--- config.mk ---
export PLATFORM = sky130hd
export DESIGN_NAME = ssd_shifter
export DESIGN_NICKNAME = d
export VERILOG_FILES = /design/src/hw/rtl/ssd_pkg.sv /design/src/hw/rtl/ssd_shifter.sv
export SDC_FILE = /design/constraint.sdc
export NUM_CORES = 1
export LEC_CHECK = 0
export ABC_CLOCK_PERIOD_IN_PS = 6200
export BUFFER_PORTS_ARGS = -buffer_cell sky130_fd_sc_hd__buf_2
export CAP_MARGIN = 20
export CORE_MARGIN = 2
export CORE_UTILIZATION = 55
export CTS_CLUSTER_SIZE = 25
export DETAILED_ROUTE_END_ITERATION = 8
export GPL_TIMING_DRIVEN = 1
export PLACE_DENSITY = 0.84
export SYNTH_ARGS = -nofsm -noshare
export SYNTH_HDL_FRONTEND = slang
export SYNTH_SLANG_ARGS = --single-unit
--- constraint.sdc ---
create_clock -name aclk -period 6.2 [get_ports aclk]
set_clock_uncertainty 0.05 [all_clocks]
set_input_delay 0.62 -clock aclk [delete_from_list [all_inputs] [get_ports aclk]]
set_output_delay 0.62 -clock aclk [all_outputs]
set_load 0.05 [all_outputs]
--- src/hw/rtl/ssd_pkg.sv ---
`default_nettype none
// ----------------------------------------------------------------------------
// ssd_pkg
// Shared constants, types and the glyph lookup for the seven-segment
// decimal serializer.
// ----------------------------------------------------------------------------
package ssd_pkg;

    // Default number of decimal digits shown
    localparam int DIGIT_COUNT_DEF = 4;

    // Bits per seven-segment byte
    localparam int SEG_BITS = 8;

    // Divide by ten: q = (m * DIV10_MAGIC) >> DIV10_SHIFT, exact for 32-bit m
    localparam logic [31:0] DIV10_MAGIC = 32'hCCCC_CCCD;
    localparam int          DIV10_SHIFT = 35;

    // Segment masks: a=0, f=1, g=2, e=3, d=4, c=5, b=6, dp=7
    localparam logic [7:0] SEG_A  = 8'h01;
    localparam logic [7:0] SEG_F  = 8'h02;
    localparam logic [7:0] SEG_G  = 8'h04;
    localparam logic [7:0] SEG_E  = 8'h08;
    localparam logic [7:0] SEG_D  = 8'h10;
    localparam logic [7:0] SEG_C  = 8'h20;
    localparam logic [7:0] SEG_B  = 8'h40;
    localparam logic [7:0] SEG_DP = 8'h80;

    // Bit position of the decimal point (always dark)
    localparam logic [2:0] DP_BIT_POS = 3'd7;

    typedef logic [SEG_BITS-1:0] glyph_t;
    typedef logic [3:0]          bcd_t;

    // Decimal digit to segment pattern; non-decimal codes stay dark
    function automatic glyph_t ssd_glyph(input bcd_t digit);
        glyph_t g;
        case (digit)
            4'd0:    g = SEG_A | SEG_B | SEG_C | SEG_D | SEG_E | SEG_F;
            4'd1:    g = SEG_B | SEG_C;
            4'd2:    g = SEG_A | SEG_B | SEG_D | SEG_E | SEG_G;
            4'd3:    g = SEG_A | SEG_B | SEG_C | SEG_D | SEG_G;
            4'd4:    g = SEG_F | SEG_G | SEG_B | SEG_C;
            4'd5:    g = SEG_A | SEG_F | SEG_G | SEG_C | SEG_D;
            4'd6:    g = SEG_A | SEG_F | SEG_G | SEG_E | SEG_C | SEG_D;
            4'd7:    g = SEG_A | SEG_B | SEG_C;
            4'd8:    g = SEG_A | SEG_B | SEG_C | SEG_D | SEG_E | SEG_F | SEG_G;
            4'd9:    g = SEG_A | SEG_B | SEG_C | SEG_D | SEG_F | SEG_G;
            default: g = '0;
        endcase
        return g & ~SEG_DP;
    endfunction

endpackage
`default_nettype wire

--- src/hw/rtl/ssd_shifter.sv ---
`default_nettype none
// ----------------------------------------------------------------------------
// ssd_shifter
// Loads the segment bytes of one value and presents them one bit per
// transfer, MSB of each byte first, marking the final bit for the latch.
// ----------------------------------------------------------------------------
module ssd_shifter import ssd_pkg::*; #(
    parameter int DIGIT_COUNT = DIGIT_COUNT_DEF
) (
    input  wire logic                          aclk,
    input  wire logic                          aresetn,
    input  wire logic                          in_valid,
    output logic                               in_ready,
    input  wire logic [DIGIT_COUNT*SEG_BITS-1:0] in_bytes,
    output logic                               m_valid,
    input  wire logic                          m_ready,
    output logic                               m_seg_bit,
    output logic [1:0]                         m_digit_pos,
    output logic [2:0]                         m_bit_pos,
    output logic                               m_latch_after
);

    localparam int TOTAL = DIGIT_COUNT * SEG_BITS;
    localparam int DIG_W = (DIGIT_COUNT > 1) ? $clog2(DIGIT_COUNT) : 1;

    logic             active_reg;
    logic [TOTAL-1:0] sr_reg;
    logic [DIG_W-1:0] dig_reg;
    logic [2:0]       bit_reg;

    logic       last;
    logic       advance;
    logic [2:0] dig_ext;

    assign last     = (dig_reg == DIG_W'(DIGIT_COUNT - 1)) && (bit_reg == 3'd0);
    assign advance  = m_valid && m_ready;
    assign in_ready = !active_reg || (m_ready && last);

    // Sequence control
    always_ff @(posedge aclk) begin
        if (!aresetn) begin
            active_reg <= 1'b0;
        end else if (in_ready) begin
            active_reg <= in_valid;
        end
    end

    // Shift register and position counters
    always_ff @(posedge aclk) begin
        if (in_ready && in_valid) begin
            sr_reg  <= in_bytes;
            dig_reg <= '0;
            bit_reg <= 3'd7;
        end else if (advance) begin
            sr_reg  <= {sr_reg[TOTAL-2:0], 1'b0};
            bit_reg <= bit_reg - 3'd1;
            if (bit_reg == 3'd0) begin
                dig_reg <= dig_reg + DIG_W'(1);
            end
        end
    end

    // Result fields straight from registers
    assign dig_ext       = 3'(dig_reg);
    assign m_valid       = active_reg;
    assign m_seg_bit     = sr_reg[TOTAL-1];
    assign m_digit_pos   = dig_ext[1:0];
    assign m_bit_pos     = bit_reg;
    assign m_latch_after = last;

endmodule
`default_nettype wire

* Word level (Yosys, flattened, before mapping)
Index checks and enable logic that the tools add are counted.
** Cells by class
- Add/sub/neg operators :: 2
- Eq/ne operators :: 1
- Muxes and demuxes :: 2
- Reduce and logical (&&, ||, !) cells :: 9
** Operators by type and width (number)
- two-way mux 32 bit :: 2
- logical AND 1 bit :: 4
- zero test 3 bit :: 1
- subtractor 3 x 1 -> 3 bit (second input constant) :: 1
- adder 2 x 1 -> 2 bit (second input constant) :: 1
- == test 2 bit (second input constant) :: 1
- AND reduction 2 bit :: 1
- nonzero test 2 bit :: 1
- zero test 1 bit :: 1
- logical OR 1 bit :: 1
** Word-level totals
- Register bits after elaboration :: 38
- Output and inout port bits :: 9

* Longest topological paths before layout
- Depth after elaboration :: 6
- Gate-level depth with buffers :: 6
- Mapped depth without buffers :: 5

* Worst setup path before layout
No wires, ideal clock.
- Kind :: input to register
- Start point :: input in_valid
- End point :: register sr_reg[0], enable pin
- Setup time :: 0.466 ns
- Arrival time :: 2.978 ns
- Required time :: 5.684 ns
- Setup slack :: 2.707 ns
- Cell stages on the path :: 2
- Cells stage by stage :: inv_1 > o21ai_0
** Between the ends
- Cells in the longest elaborated chain, start to end :: 2
** RTL lines
- start: declaration :: line ssd_shifter.sv:12 : input wire logic in_valid,
- logical AND 1 bit :: line ssd_shifter.sv:50 : if (in_ready && in_valid) begin
- nonzero test 2 bit (no line)
- end signal: assignment :: line ssd_shifter.sv:51 : sr_reg <= in_bytes;
- end signal: assignment :: line ssd_shifter.sv:55 : sr_reg <= {sr_reg[TOTAL-2:0], 1'b0};
- end: declaration :: line ssd_shifter.sv:27 : logic [TOTAL-1:0] sr_reg;
No other way between the ends.
A chain may end at the register's enable or synchronous reset.

* Worst setup path after layout
- Start point :: register bit_reg[0], in the netlist m_bit_pos[0]
- End point :: register sr_reg[19] (data pin)
** Between the ends
- Cells in the longest elaborated chain, start to end :: 6
** RTL lines
- start: declaration :: line ssd_shifter.sv:29 : logic [2:0] bit_reg;
- start signal: assignment :: line ssd_shifter.sv:56 : bit_reg <= bit_reg - 3'd1;
- zero test 3 bit :: line ssd_shifter.sv:35 : assign last = (dig_reg == DIG_W'(DIGIT_COUNT - 1)) && (bit_reg == 3'd0);
- logical AND 1 bit :: line ssd_shifter.sv:35
- logical AND 1 bit :: line ssd_shifter.sv:37 : assign in_ready = !active_reg || (m_ready && last);
- logical OR 1 bit :: line ssd_shifter.sv:37
- logical AND 1 bit :: line ssd_shifter.sv:50
- two-way mux 32 bit :: line ssd_shifter.sv:50
No other way between the ends.

==> metrics.md <==
| Metric | Value |
|---|---|
| Status | completed |
| Slowest CP cell | a21oi_4 |
| CTS H-Tree Depth | 2 |
| Initial DRC Count | 23 |
| Detail Placement HPWL | 1730 um |
| DP Worst Slack | 3730 ps |
| R2R Setup Slk | 3800 ps |
| Post-synthesis register bit count | 38 |
| Crit path max fanout | 37 |
| CTS Buf Count | 5 |
| Pwr Density | 264 nW/um2 |
| Most area-hungry cell type in the Yosys netlist | edfxtp_1 |
| Final Cell Area | 1970 um2 |
| Critical path cell sequence | inv_1, ha_1, nand4b_4, a21oi_4, mux2_2 |
| Grt total ovfl | 0 |
| Mapped Area | 1670 um2 |
| Synth-to-layout area growth | 17.7% |
| Crit. End Element | register |
| Via count | 955 |
| Yosys warnings | 0 |
| Final WS setup | 3800 ps |
| Port bufs | 44 |
| Synth Instances | 98 |
| Avg WL per Cell | 14.1 um |
| Max reg flops | 32 |
| RSZ-0062 raised after global routing | false |
| Die Area | 3490 um2 |
| Fin. max-slew vios | 0 |
| Via/cell ratio | 5.34 |
| Worst VDD drop | 0.000195 V |
| Synth Area in Simple Gates | 0.0502 |
| Fmax | 416 MHz |
| Placed standard-cell area | 1910 um2 |
| Final core occ | 0.695 |
| Worst-margin pin slew | 1040 ps |
| Tot Pwr | 0.520 mW |
| Post-synthesis xor/xnor area fraction | 0.0157 |
| WHS | 478 ps |
| Worst skew pair latency | 330 ps |
| Largest net degree at the start of global routing | 38 |
| Fillers | 212 |
| DR DRC count | 0 |
| Critical path's largest stage delay | 840 ps |
| Final Critical Period | 2400 ps |
| Main combinational cell family by area after synthesis | multiplexers |
| IO Count | 45 |
| Sequential area share after synthesis | 0.647 |
| Storage cell area | 1080 um2 |
| TNS Setup | 0 ps |
| Leak Pwr | 0.822 nW |
| Hold-fix buffers, CTS | 0 |
| Startpoint types | register |
| Clk buf depth | 2 |
| Hold Path Class | reg -> reg |
| Largest cells by area after synthesis | edfxtp_1 58%, mux2_2 20%, dfxtp_1 7.2%, ha_1 2.2%, buf_6 2.0% |
| Placed Instances | 171 |
| Number of global-route vias before repair | 945 |
| Max Cap Viol | 0 |
| Starting Density | 0.590 |
| Post-synth net total | 137 |
| Core area | 2830 um2 |
| ANT nets after route | 0 |
| Setup-failing EPs final | 0 |
| First-pass GRT wire length | 4060 um |
| Clk sinks | 38 |
| Slew headroom | 0.302 |
| Avg Cell Area, Syn | 17.0 um2 |
| Initial antenna violation count | 0 |
| Multi-input combinational cell area | 548 um2 |
| GRT Util Overall | 0.163 |
| Post-CTS setup buffer count | 0 |
| Synth Area in Compound Gates | 0.0225 |
| Fraction of the mapped netlist area in adder cells | 0.0225 |
| RePlAce Congestion | 0.728 |
| Ant diodes | 0 |
| DIE WIDTH | 59.1 um |
| Non-Filler Instances | 179 |
| Share of the synthesized area in the top cell type | 0.575 |
| Clk root buf | clkbuf_4 |
| Post-synthesis mux area share | 0.215 |
| Tcrit/Tclk final | 0.388 |
| Drt total wl | 2530 um |
| Fin. Hold Viols | 0 |
| Fin nets | 186 |
| Synth cell types | 22 |
| Rows | 19 |
| Clock slew at reported path FFs | 110 ps |
| Die Span Y | 59.1 um |
| Cts repair resizes | 0 |
| Worst path required time | 6240 ps |
| CTS tree | yes |
| Drt pass-1 iters | 4 |
| Critical path class | reg -> reg |
| Share of cells above drive strength 1 | 0.568 |
| Worst EP arrival | 2450 ps |
==> kinds of logic (layout without fill, tap and decap cells) <==
logic type | after synthesis | count (layout)
DFF | 38 | 38
AOI/OAI and AO/OA | 4 | 4
buffers and inverters | 6 | 56
and+or+nand+nor | 12 | 12
adders and majority gates | 3 | 3
xor gates and xnor gates | 3 | 3
muxes | 32 | 32
==> placed cells by master, fill, tap and decap left out, drive strengths merged <==
| cell | Yosys | layout |
|---|---|---|
| nand3 | 1 | 1 |
| dfxtp | 6 | 6 |
| nand4b | 2 | 2 |
| nor2 | 3 | 3 |
| ha | 3 | 3 |
| edfxtp | 32 | 32 |
| a211o | 1 | 1 |
| mux2i | 1 | 1 |
| clkbuf | 0 | 8 |
| xor2 | 2 | 2 |
| inv | 3 | 3 |
| mux2 | 31 | 31 |
| o21ai | 1 | 1 |
| buf | 3 | 45 |
| a21boi | 1 | 1 |
| nand2b | 2 | 2 |
| nand2 | 2 | 2 |
| xnor2 | 1 | 1 |
| and3b | 1 | 1 |
| a21oi | 1 | 1 |
| and2 | 1 | 1 |
==> final timing paths <==
path / startpoint / to / cells after the start
max: m_bit_pos[0] / sr_reg[19] / 5
max reg2reg: m_bit_pos[0] / sr_reg[19] / 5
min: m_bit_pos[1] / m_bit_pos[1] / 1
min reg2reg: m_bit_pos[1] / m_bit_pos[1] / 1
==> worst max-delay path: cells and delay by family, from the launching register on <==
family | cells | cell delay, ps
multiplexers | 1 | 430
flip-flops | 1 | 330
buffers and inverters | 1 | 110
AO/OA/AOI/OAI | 1 | 840
AND/OR/NAND/NOR | 1 | 140
adder cells (fa/ha/maj) | 1 | 250
==> layer usage <==
layer	GRT usage	vias up	routed length (um)
met5	0	-	0
met4	0.0682	0	27
met3	0.0677	3	146
met2	0.267	28	1250
met1	0.190	459	1110
li1	-	465	-
==> layout make-up <==
| type | count | area share |
|---|---|---|
| Clock buffer | 8 | 0.0299 |
| Inverter | 3 | 0.00573 |
| Multi-Input combinational cell | 54 | 0.279 |
| Sequential cell | 38 | 0.550 |
| Tap cell | 31 | 0.0197 |
| Timing Repair Buffer | 45 | 0.116 |
==> synthesized netlist by cell type, drive strengths merged <==
| master | count |
|---|---|
| a21boi | 1 |
| o21ai | 1 |
| and3b | 1 |
| mux2 | 31 |
| edfxtp | 32 |
| a211o | 1 |
| and2 | 1 |
| nor2 | 3 |
| nand2b | 2 |
| mux2i | 1 |
| nand2 | 2 |
| dfxtp | 6 |
| xor2 | 2 |
| a21oi | 1 |
| xnor2 | 1 |
| ha | 3 |
| inv | 3 |
| buf | 3 |
| nand4b | 2 |
| nand3 | 1 |
==> power breakdown <==
part | leakage [nW] | internal [mW] | switching, mW
clock | 0.0326 | 0.0560 | 0.0721
sequential | 0.360 | 0.308 | 0.00793
combinational | 0.429 | 0.0359 | 0.0397
Note: power is estimated with default switching activity, not from simulation.
